$ cat src/design/assert_macros.svh
// Assertion macros used by the register write framer top level.
`ifndef ASSERT_MACROS_SVH
`define ASSERT_MACROS_SVH

// Clocked assertion, held off while reset is asserted.
`define RWF_ASSERT(label, prop, msg) \
    label: assert property (@(posedge i_clk) disable iff (!i_rst_n) prop) \
        else $error(msg);

// Same check, evaluated during reset as well.
`define RWF_ASSERT_ALWAYS(label, prop, msg) \
    label: assert property (@(posedge i_clk) prop) \
        else $error(msg);

`endif

$ cat src/design/rwf_pkg.sv
// Package: types, constants and codes of the register write framer.
`timescale 1ns / 1ps
package rwf_pkg;

    // Frame geometry
    localparam int FRAME_BYTES = 64;
    localparam int FILL_W      = $clog2(FRAME_BYTES);
    localparam int SUM_W       = FILL_W + 1;

    // Module limit and queue between front and back
    localparam int MAX_MODULES = 8;
    localparam int QUEUE_DEPTH = 4;
    localparam int QPTR_W      = $clog2(QUEUE_DEPTH);
    localparam int QCNT_W      = $clog2(QUEUE_DEPTH + 1);

    // Configuration register indexes
    localparam logic CFG_MODULE_COUNT = 1'b0;
    localparam logic CFG_MODULE_KINDS = 1'b1;

    // Command bytes
    localparam logic [7:0] PAD_BYTE    = 8'hff;
    localparam logic [7:0] PREFIX_EXT  = 8'hfe;
    localparam logic [7:0] PREFIX_WIDE = 8'hfc;

    // Request codes
    typedef enum logic {
        REQ_WRITE = 1'b0,
        REQ_FLUSH = 1'b1
    } t_req_type;

    // Chip kind codes
    typedef enum logic [1:0] {
        KIND_OPNA  = 2'd0,
        KIND_OPN3L = 2'd1,
        KIND_OPM   = 2'd2,
        KIND_OTHER = 2'd3
    } t_kind;

    // Classified item carried from front to back
    typedef struct packed {
        logic            is_flush;
        logic [2:0]      len;
        logic [3:0][7:0] bytes;
    } t_cmd;

    // Queue status toward the front and the back
    typedef struct packed {
        logic              full;
        logic              head_valid;
        logic [QCNT_W-1:0] count;
    } t_q_status;

    // Back status, observed at the top level
    typedef struct packed {
        logic              emit;
        logic              frame_end;
        logic              head_valid;
        logic [FILL_W-1:0] fill;
    } t_back_status;

endpackage

$ cat src/design/rwf_front.sv
// Front: accepts items, remaps and encodes writes, drops absent or reserved ones.
`timescale 1ns / 1ps
module rwf_front (
    input  logic                i_valid,
    output logic                o_ready,
    input  logic                i_req_type,
    input  logic [2:0]          i_module_index,
    input  logic [15:0]         i_reg_address,
    input  logic [7:0]          i_reg_data,
    input  logic [3:0]          i_module_count,
    input  logic [15:0]         i_module_kinds,
    input  rwf_pkg::t_q_status  i_q,
    output logic                o_push,
    output rwf_pkg::t_cmd       o_cmd
);
    import rwf_pkg::*;

    logic [3:0] eff_count;
    logic [1:0] kind;
    logic [8:0] addr9;
    logic       keep;
    t_cmd       cmd;

    assign o_ready = !i_q.full;

    always_comb begin
        // Module count clamps at the supported maximum
        eff_count = (i_module_count > 4'(MAX_MODULES)) ? 4'(MAX_MODULES) : i_module_count;
        kind      = i_module_kinds[{i_module_index, 1'b0} +: 2];
        addr9     = i_reg_address[8:0];
        keep      = 1'b0;
        cmd       = '0;

        if (i_req_type == REQ_FLUSH) begin
            cmd.is_flush = 1'b1;
            keep         = 1'b1;
        end else if ({1'b0, i_module_index} < eff_count) begin
            if (i_reg_address[15:9] == '0) begin
                // Remap by chip kind
                case (kind)
                    KIND_OPNA, KIND_OPN3L: begin
                        if (addr9 inside {[9'h100:9'h110]}) addr9 = addr9 - 9'h040;
                    end
                    KIND_OPM: begin
                        if (addr9 inside {[9'h0fc:9'h0ff]}) addr9 = addr9 - 9'h0e0;
                    end
                    default: ;
                endcase
                // Short and extended forms; reserved ranges are dropped
                if (addr9 < 9'h0fc) begin
                    cmd.len      = 3'd2;
                    cmd.bytes[0] = addr9[7:0];
                    cmd.bytes[1] = i_reg_data;
                    keep         = 1'b1;
                end else if (addr9 inside {[9'h100:9'h1fb]}) begin
                    cmd.len      = 3'd3;
                    cmd.bytes[0] = PREFIX_EXT;
                    cmd.bytes[1] = addr9[7:0];
                    cmd.bytes[2] = i_reg_data;
                    keep         = 1'b1;
                end
            end else begin
                // Wide form
                cmd.len      = 3'd4;
                cmd.bytes[0] = PREFIX_WIDE;
                cmd.bytes[1] = i_reg_address[15:8];
                cmd.bytes[2] = i_reg_address[7:0];
                cmd.bytes[3] = i_reg_data;
                keep         = 1'b1;
            end
        end
    end

    assign o_push = i_valid && !i_q.full && keep;
    assign o_cmd  = cmd;

endmodule

$ cat src/design/rwf_queue.sv
// Queue: short FIFO of classified items between front and back.
`timescale 1ns / 1ps
module rwf_queue (
    input  logic               i_clk,
    input  logic               i_rst_n,
    input  logic               i_push,
    input  rwf_pkg::t_cmd      i_cmd,
    input  logic               i_pop,
    output rwf_pkg::t_cmd      o_head,
    output rwf_pkg::t_q_status o_status
);
    import rwf_pkg::*;

    t_cmd              r_mem [QUEUE_DEPTH];
    logic [QPTR_W-1:0] r_wr_ptr, n_wr_ptr;
    logic [QPTR_W-1:0] r_rd_ptr, n_rd_ptr;
    logic [QCNT_W-1:0] r_count, n_count;
    logic              do_push;
    logic              do_pop;

    assign do_push = i_push && (r_count != QCNT_W'(QUEUE_DEPTH));
    assign do_pop  = i_pop && (r_count != '0);

    // Pointer and count update
    always_comb begin
        n_wr_ptr = r_wr_ptr;
        n_rd_ptr = r_rd_ptr;
        n_count  = r_count;
        if (do_push) n_wr_ptr = (r_wr_ptr == QPTR_W'(QUEUE_DEPTH - 1)) ? '0 : r_wr_ptr + 1'b1;
        if (do_pop)  n_rd_ptr = (r_rd_ptr == QPTR_W'(QUEUE_DEPTH - 1)) ? '0 : r_rd_ptr + 1'b1;
        if (do_push && !do_pop)      n_count = r_count + 1'b1;
        else if (do_pop && !do_push) n_count = r_count - 1'b1;
    end

    always_ff @(posedge i_clk) begin
        if (!i_rst_n) begin
            r_wr_ptr <= '0;
            r_rd_ptr <= '0;
            r_count  <= '0;
        end else begin
            r_wr_ptr <= n_wr_ptr;
            r_rd_ptr <= n_rd_ptr;
            r_count  <= n_count;
        end
    end

    // Entry storage
    always_ff @(posedge i_clk) begin
        if (do_push) r_mem[r_wr_ptr] <= i_cmd;
    end

    assign o_head              = r_mem[r_rd_ptr];
    assign o_status.full       = (r_count == QCNT_W'(QUEUE_DEPTH));
    assign o_status.head_valid = (r_count != '0);
    assign o_status.count      = r_count;

endmodule

$ cat src/design/rwf_back.sv
// Back: packs queued commands into frames, pads, drives the byte output register.
`timescale 1ns / 1ps
module rwf_back (
    input  logic                  i_clk,
    input  logic                  i_rst_n,
    input  rwf_pkg::t_cmd         i_head,
    input  rwf_pkg::t_q_status    i_q,
    output logic                  o_pop,
    output logic                  o_valid,
    input  logic                  i_ready,
    output logic [7:0]            o_out_byte,
    output logic                  o_frame_end,
    output logic                  o_last,
    output rwf_pkg::t_back_status o_status
);
    import rwf_pkg::*;

    logic [FILL_W-1:0] r_fill, n_fill;
    logic [1:0]        r_pos, n_pos;
    logic              r_out_valid;
    logic [7:0]        r_out_byte;
    logic              r_out_frame_end;
    logic              r_out_last;

    logic              step;
    logic              emit;
    logic              done;
    logic              cmd_byte;
    logic              at_end;
    logic              no_room;
    logic [7:0]        byte_val;

    assign step    = !r_out_valid || i_ready;
    assign at_end  = (r_fill == FILL_W'(FRAME_BYTES - 1));
    assign no_room = (SUM_W'(r_fill) + SUM_W'(i_head.len)) > SUM_W'(FRAME_BYTES);

    // Pick the next byte: pad, command byte, or nothing
    always_comb begin
        emit     = 1'b0;
        done     = 1'b0;
        cmd_byte = 1'b0;
        byte_val = PAD_BYTE;
        if (i_q.head_valid) begin
            if (i_head.is_flush) begin
                if (r_fill != '0) begin
                    emit = 1'b1;
                    done = at_end;
                end else begin
                    done = 1'b1;
                end
            end else if (r_pos == '0 && r_fill != '0 && no_room) begin
                emit = 1'b1;
            end else begin
                emit     = 1'b1;
                cmd_byte = 1'b1;
                byte_val = i_head.bytes[r_pos];
                done     = ({1'b0, r_pos} == i_head.len - 3'd1);
            end
        end
    end

    // Frame position and byte index
    always_comb begin
        n_fill = r_fill;
        n_pos  = r_pos;
        if (step && emit) n_fill = at_end ? '0 : r_fill + 1'b1;
        if (step && done) n_pos = '0;
        else if (step && cmd_byte) n_pos = r_pos + 1'b1;
    end

    always_ff @(posedge i_clk) begin
        if (!i_rst_n) begin
            r_fill      <= '0;
            r_pos       <= '0;
            r_out_valid <= 1'b0;
        end else begin
            r_fill <= n_fill;
            r_pos  <= n_pos;
            if (step) r_out_valid <= emit;
        end
    end

    // Output payload register
    always_ff @(posedge i_clk) begin
        if (step && emit) begin
            r_out_byte      <= byte_val;
            r_out_frame_end <= at_end;
            r_out_last      <= done;
        end
    end

    assign o_pop       = step && done;
    assign o_valid     = r_out_valid;
    assign o_out_byte  = r_out_byte;
    assign o_frame_end = r_out_frame_end;
    assign o_last      = r_out_last;

    assign o_status.emit       = step && emit;
    assign o_status.frame_end  = at_end;
    assign o_status.head_valid = i_q.head_valid;
    assign o_status.fill       = r_fill;

endmodule

$ cat src/design/register_write_framer_unit.sv
// Top level: register write framer with config registers, front, queue and back.
`timescale 1ns / 1ps
`include "assert_macros.svh"
// Usage:
// - Input channel (i_in_valid / o_in_ready): one item is a register write
//   (module index, address, data) or a flush. Writes to absent modules and
//   to reserved addresses are taken and produce nothing.
// - Output channel (o_out_valid / i_out_ready): one byte per transfer, with
//   o_frame_end on the 64th byte of a frame and o_last on the final byte
//   caused by an input item. Padding bytes are 0xff.
// - Configuration: i_cfg_we with i_cfg_index selects module_count (0) or
//   module_kinds (1); write only while the block is idle.
// - With the queue empty and no padding due, the first byte of a write passes
//   through the queue and the output register before o_out_valid presents it.
// - Throughput: the back emits one byte per cycle while the receiver is ready;
//   a write yields two to four bytes plus any padding, and a flush pads to the
//   end of a non-empty frame. The single-byte output register sets this rate.
// - A four-entry queue sits between classification and framing, so input
//   items keep being taken while the receiver stalls until the queue fills.
// - Reset (synchronous, active low) empties the queue and the output
//   register, starts an empty frame and clears both config registers.
module register_write_framer_unit (
    input  logic        i_clk,
    input  logic        i_rst_n,
    input  logic        i_cfg_we,
    input  logic        i_cfg_index,
    input  logic [15:0] i_cfg_data,
    input  logic        i_in_valid,
    output logic        o_in_ready,
    input  logic        i_req_type,
    input  logic [2:0]  i_module_index,
    input  logic [15:0] i_reg_address,
    input  logic [7:0]  i_reg_data,
    output logic        o_out_valid,
    input  logic        i_out_ready,
    output logic [7:0]  o_out_byte,
    output logic        o_frame_end,
    output logic        o_last
);
    import rwf_pkg::*;

    logic [3:0]   r_module_count;
    logic [15:0]  r_module_kinds;
    logic         push;
    logic         pop;
    t_cmd         front_cmd;
    t_cmd         head;
    t_q_status    q_status;
    t_back_status back_status;

    // Configuration registers
    always_ff @(posedge i_clk) begin
        if (!i_rst_n) begin
            r_module_count <= '0;
            r_module_kinds <= '0;
        end else if (i_cfg_we) begin
            case (i_cfg_index)
                CFG_MODULE_COUNT: r_module_count <= i_cfg_data[3:0];
                CFG_MODULE_KINDS: r_module_kinds <= i_cfg_data;
                default: ;
            endcase
        end
    end

    rwf_front u_front (
        .i_valid        (i_in_valid),
        .o_ready        (o_in_ready),
        .i_req_type     (i_req_type),
        .i_module_index (i_module_index),
        .i_reg_address  (i_reg_address),
        .i_reg_data     (i_reg_data),
        .i_module_count (r_module_count),
        .i_module_kinds (r_module_kinds),
        .i_q            (q_status),
        .o_push         (push),
        .o_cmd          (front_cmd)
    );

    rwf_queue u_queue (
        .i_clk    (i_clk),
        .i_rst_n  (i_rst_n),
        .i_push   (push),
        .i_cmd    (front_cmd),
        .i_pop    (pop),
        .o_head   (head),
        .o_status (q_status)
    );

    rwf_back u_back (
        .i_clk       (i_clk),
        .i_rst_n     (i_rst_n),
        .i_head      (head),
        .i_q         (q_status),
        .o_pop       (pop),
        .o_valid     (o_out_valid),
        .i_ready     (i_out_ready),
        .o_out_byte  (o_out_byte),
        .o_frame_end (o_frame_end),
        .o_last      (o_last),
        .o_status    (back_status)
    );

    // Checks
    `RWF_ASSERT(a_frame_wrap,
        back_status.emit && back_status.frame_end |=> back_status.fill == '0,
        "frame did not restart after its last byte")
    `RWF_ASSERT(a_emit_has_item, back_status.emit |-> back_status.head_valid,
        "byte emitted with no queued item")
    `RWF_ASSERT(a_pop_has_item, pop |-> q_status.head_valid, "queue popped while empty")
    `RWF_ASSERT(a_queue_bound, q_status.count <= QCNT_W'(QUEUE_DEPTH),
        "queue count beyond depth")
    `RWF_ASSERT_ALWAYS(a_reset_idle, !i_rst_n |=> !o_out_valid && q_status.count == '0,
        "reset left output or queue busy")

endmodule
$ cat config.mk
export PLATFORM = sky130hd
export DESIGN_NAME = register_write_framer_unit
export DESIGN_NICKNAME = d
export VERILOG_FILES = /design/src/design/rwf_pkg.sv /design/src/design/rwf_front.sv /design/src/design/rwf_queue.sv /design/src/design/rwf_back.sv /design/src/design/register_write_framer_unit.sv
export VERILOG_INCLUDE_DIRS = /design/src /design/src/design
export SDC_FILE = /design/constraint.sdc
export NUM_CORES = 1
export LEC_CHECK = 0
export BUFFER_PORTS_ARGS = -buffer_cell sky130_fd_sc_hd__buf_4
export CORE_ASPECT_RATIO = 0.6
export CORE_MARGIN = 2
export CORE_UTILIZATION = 62
export CTS_BUF_LIST = sky130_fd_sc_hd__clkbuf_8
export DETAILED_ROUTE_END_ITERATION = 10
export HOLD_SLACK_MARGIN = 0.12
export PLACE_DENSITY = 0.82
export SLEW_MARGIN = 20
export SYNTH_ARGS = -nofsm -noshare
export SYNTH_HDL_FRONTEND = slang
export SYNTH_SLANG_ARGS = --single-unit
$ cat constraint.sdc
create_clock -name i_clk -period 5.5 [get_ports i_clk]
set_clock_uncertainty 0.2 [all_clocks]
set_input_delay 0.55 -clock i_clk [delete_from_list [all_inputs] [get_ports i_clk]]
set_output_delay 0.55 -clock i_clk [all_outputs]
set_load 0.01 [all_outputs]
# Word level (Yosys, flattened, before mapping)

Memory sizes are Yosys's and may differ from the RTL's. A register that Yosys moved wholly into a read port is not among the register bits.
Index checks and enable logic that the tools add are counted.

Input bits: 50
Flip-flop bits (word level): 46
Memory bits (writable): 144
Memories kept: 1

Memory list:

| name          | depth | width | read ports | clocked after Yosys merged registers in | wr ports | RTL line        | source |
|---|---|---|---|---|---|---|---|
| u_queue.r_mem | 4     | 36    | 1          | 1                                       | 1        | rwf_queue.sv:14 | `t_cmd r_mem [QUEUE_DEPTH];` |

Reduce and logical (&&, ||, !) cells: 30
Bitwise gates (word level): 3
Add/subtract/negate cells: 10
Eq/ne operators: 8
Multiplexer cells: 44
Magnitude comparators: 11
Shifts and indexed selects: 1

Operators by type and width:

| cell                | number |
|---|---|
| $mux 35             | 2 |
| $mux 24             | 2 |
| $mux 9              | 5 |
| $mux 8              | 3 |
| $ge 9x9->1 const B  | 2 |
| $le 9x9->1 const B  | 2 |
| $mux 1              | 18 |
| $pmux 9 s2          | 1 |
| $bmux 8 s2          | 1 |
| $mux 16             | 1 |
| $shiftx 16x5->2     | 1 |
| $logic_and 1x1->1   | 14 |
| $mux 2              | 6 |
| $ge 9x8->1 const B  | 1 |
| $le 9x8->1 const B  | 1 |
| $lt 9x8->1 const B  | 1 |
| $mux 3              | 3 |
| $sub 9x7->9 const B | 1 |
| $sub 9x8->9 const B | 1 |
| $add 6x3->7         | 1 |
| $gt 7x7->1 const B  | 1 |
| $logic_not 7->1     | 1 |
| $add 2x1->2 const B | 3 |
| $add 6x1->6 const B | 1 |
| 23 further kinds    | 34 |

# Logic depth before layout (Yosys ltp)

Word-level depth: 20
Gate-level depth with buffers: 17
Mapped depth without buffers: 16

# Hierarchy

From an unflattened synthesis, not the netlist that was laid out.

Cell total of the unflattened synthesis: 574
Area, all modules: 8831.0 um2

Modules (own cells, without submodules):

| module                     | instances | sequential area each (um2) | area an instance (um2) | cells each |
|---|---|---|---|---|
| rwf_queue                  | 1         | 4504.3                     | 5730.5                 | 239 |
| rwf_back                   | 1         | 480.5                      | 1301.2                 | 123 |
| rwf_front                  | 1         | 0.0                        | 973.4                  | 125 |
| register_write_framer_unit | 1         | 400.4                      | 825.8                  | 87 |

# Least setup slack after synthesis

OpenSTA, ideal clock, no wires.

Kind: flip-flop to flip-flop
Start point: reg (tool-made name)
End point: reg u_queue.r_count[2]
Stages on the path, launching flop included: 18
Setup time: 0.076 ns
Data required time: 5.224 ns
Clock period less this slack: 4.718 ns
Data arrival time: 4.443 ns
Slack: 0.782 ns
Path through: dfxtp_1 > clkbuf_1 > clkbuf_1 > mux4_2 > inv_1 > fa_1 > and4b_1 > a41oi_1 > o221ai_1 > a41oi_1 > a311oi_1 > nand2b_1 > ha_1 > inv_1 > fa_1 > xor2_1 > or3_1 > a21boi_0

RTL lines:

| what                 | RTL line        | source |
|---|---|---|
| to (signal assigned) | rwf_queue.sv:43 | `r_count <= n_count;` |
| to (decl)            | rwf_queue.sv:17 | `logic [QCNT_W-1:0] r_count, n_count;` |

==> results_dict.tcl <==
set metrics [dict create \
    synth_top_area_cell "edfxtp_1" \
    synth.area.top_cells "edfxtp_1 54%, mux4_2 12%, dfxtp_1 8.9%, ha_1 2.9%, nand2_1 2.9%" \
    cts_buffers 17 \
    die_w_um 155 \
    cts_root_buffer "clkbuf_8" \
    yosysMostFrequentCell "edfxtp_1" \
    yosysTopAreaCellShare 0.543 \
    hold_depth 3 \
    setup_slack_ns 1.01 \
    hold_violations 0 \
    fmax_ghz 0.223 \
    via_per_inst 6.26 \
    p_leak_nw 3.44 \
    grt_pass1_wl_um 28200 \
    r2r_cells 16 \
    first_global_vias 5122 \
    setup_viol 0 \
    clkSlewWorstSetupHoldPaths_ns 0.11 \
    cp.arrival_ns 4.68 \
    hp-class "in2reg" \
    syn_to_final_growth_pct 13.4 \
    die_area_mm2 0.0147 \
    syn_avg_cell_area_um2 15.3 \
    wl_per_cell_um 22.1 \
    synthCells 558 \
    nNetsFinal 704 \
    vdd_drop_max_v 0.000196 \
    rsz0062_at_grt "false" \
    crit_fanout 8 \
    dp.final_hpwl_um 11600 \
    drc 0 \
    core_area_mm2 0.0135 \
    synth_flop_cell "edfxtp_1" \
    synth_edf_count 154 \
    cp-start-kind "flip-flop" \
    holdCritStartpoint "i_cfg_data[2]" \
    finalMaxSlewViolations 0 \
    fin_crit_ns 4.49 \
    required_ns 5.69 \
    powerDensity_mw_per_mm2 381 \
    post_dp_cell_area_mm2 0.00916 \
    end_kind "flip-flop" \
    cts_setup_buffers 0 \
    synth_warnings 0 \
    start_util 0.629 \
    gp_congestion 0.818 \
    drtPass1Iterations 6 \
    fin_util 0.714 \
    drive_gt1_frac 0.265 \
    synthArstFlopShare 0 \
    synth_cell_type_count 55 \
    num_rows 33 \
    routed_wl_um 18200 \
    grt_usage 0.262 \
    ant_nets 0 \
    antenna_cells 0 \
    postLayoutCellArea_mm2 0.00966 \
    cap_violations 0 \
    final.fill_count 832 \
    first_iter_violations 626 \
    multi_input_area_mm2 0.00295 \
    holdPathEnd "r_module_kinds[2]$_SDFFE_PN0P_" \
    crit_type "reg2reg" \
    grt_max_degree 41 \
    pre_cts_ws_ns 0.735 \
    netlist_area_mm2 0.00852 \
    syn-num-nets 630 \
    tns_ns 0 \
    ctsLongestPathBuffers 2 \
    fin_crit_sh 0.817 \
    htreeDepth 4 \
    reg2reg_to "u_queue.r_count[2]$_SDFFE_PN0P_" \
    status "complete, no violations" \
    slew_headroom 0.447 \
    r2r_slack_ns 1.01 \
    cts.sinks 192 \
    insertion_delay_ns 0.48 \
    grt_overflow_total 0 \
    synth_common_cells "154 x edfxtp_1, 66 x nand2_1, 47 x mux4_2" \
    portBuffers 61 \
    ys_ff_latch 192 \
    ff_latch_area_mm2 0.00539 \
    vias 5135 \
    die_h_um 94.8 \
    yosysSeqAreaShare 0.632 \
    io-pin-count 62 \
    worstMarginPinSlew_ns 0.828 \
    antenna_found_initial 0 \
    tritoncts "done" \
]
==> metrics by stage <==
step                total power [mW]  cells  hold slack [ns]
global route                    3.84    820            0.133
finish                          3.68    820            0.138
detailed placement              2.79    777            0.262
global placement                2.75    777            0.251
CTS                             3.69    820            0.122
floorplan                       2.46    558            0.239
==> cells by family (layout without fill, tap and decap cells) <==
group / count (synthesis) / after routing / share of synthesized area
AO/OA/AOI/OAI: 78 / 78 / 0.0692
XOR/XNOR: 10 / 10 / 0.0103
adder cells (fa/ha/maj): 22 / 22 / 0.0341
buffers and inverters: 46 / 133 / 0.0235
flip-flops: 192 / 192 / 0.632
multiplexers: 64 / 64 / 0.146
AND/OR/NAND/NOR: 146 / 146 / 0.0846
==> state kept, by name, summed over array words and instances (netlist names), named ones only <==
signal              flops
u_queue.r_wr_ptr        2
u_back.o_frame_end      1
u_back.o_out_byte       8
u_queue.r_count         3
u_queue.r_rd_ptr        2
u_back.r_fill           6
u_queue.r_mem         144
u_back.o_last           1
u_back.o_valid          1
u_back.r_pos            2
r_module_kinds         16
r_module_count          4
==> layout by cell type (no fill, tap or decap), drive strengths merged, types with 17 or more instances in the layout <==
cell,synthesis,routed
a21boi,22,22
nor2,22,22
dfxtp,38,38
ha,20,20
inv,18,29
nand2,66,66
edfxtp,154,154
mux4,47,47
clkbuf,19,17
buf,8,71
==> report_power, final <==
group          switching [mW]  internal (mW)  total [mW]  leakage (nW)
clock                   0.569          0.347       0.916         0.199
sequential             0.0701           1.74        1.81          1.75
combinational           0.508          0.447       0.955          1.49
==> timing repair <==
item                                   CTS  global route
gates resized for setup                  0             0
endpoints found under the hold margin   14             0
hold buffers                            11             0
==> routing by layer <==
| layer | part of all wire | track usage | vias up |
|---|---|---|---|
| li1 | - | - | 2300 |
| met1 | 0.43 | 0.376 | 2563 |
| met2 | 0.47 | 0.401 | 242 |
| met3 | 0.077 | 0.0610 | 30 |
| met4 | 0.019 | 0.0940 | 0 |
| met5 | 0 | 0 | - |
==> worst max path at each step <==
stage	to	slack, ns	depth (start not counted)
3_3_place_gp	u_queue.r_count[2]$_SDFFE_PN0P_	0.95	14
6_report	u_queue.r_count[2]$_SDFFE_PN0P_	1.01	16
3_5_place_dp	u_queue.r_count[2]$_SDFFE_PN0P_	0.73	14
5_1_grt	u_queue.r_count[2]$_SDFFE_PN0P_	0.68	14
4_1_cts	u_queue.r_count[2]$_SDFFE_PN0P_	1.03	14
2_1_floorplan	u_queue.r_count[2]$_SDFFE_PN0P_	0.78	17
==> worst max-delay path, stage by stage (launching register included) <==
cell and delay (ns):
dfxtp_1 0.56, mux4_2 0.42, ha_1 0.23, inv_1 0.08
fa_1 0.40, and4b_1 0.22, a41oi_1 0.24, o221ai_1 0.17
a41oi_1 0.19, a311oi_1 0.11, nand2b_1 0.25, ha_1 0.22
inv_1 0.07, fa_1 0.38, xor2_1 0.17, or3_1 0.30
a21boi_0 0.19
==> area by class of cell <==
cell class	count	area share
Clock buffer	17	0.0242
Clock inverter	15	0.0168
Inverter	19	0.00738
Multi-Input combinational cell	320	0.305
Sequential cell	192	0.557
Tap cell	175	0.0227
Timing Repair Buffer	82	0.0666
(Power assumes the default switching activity.)
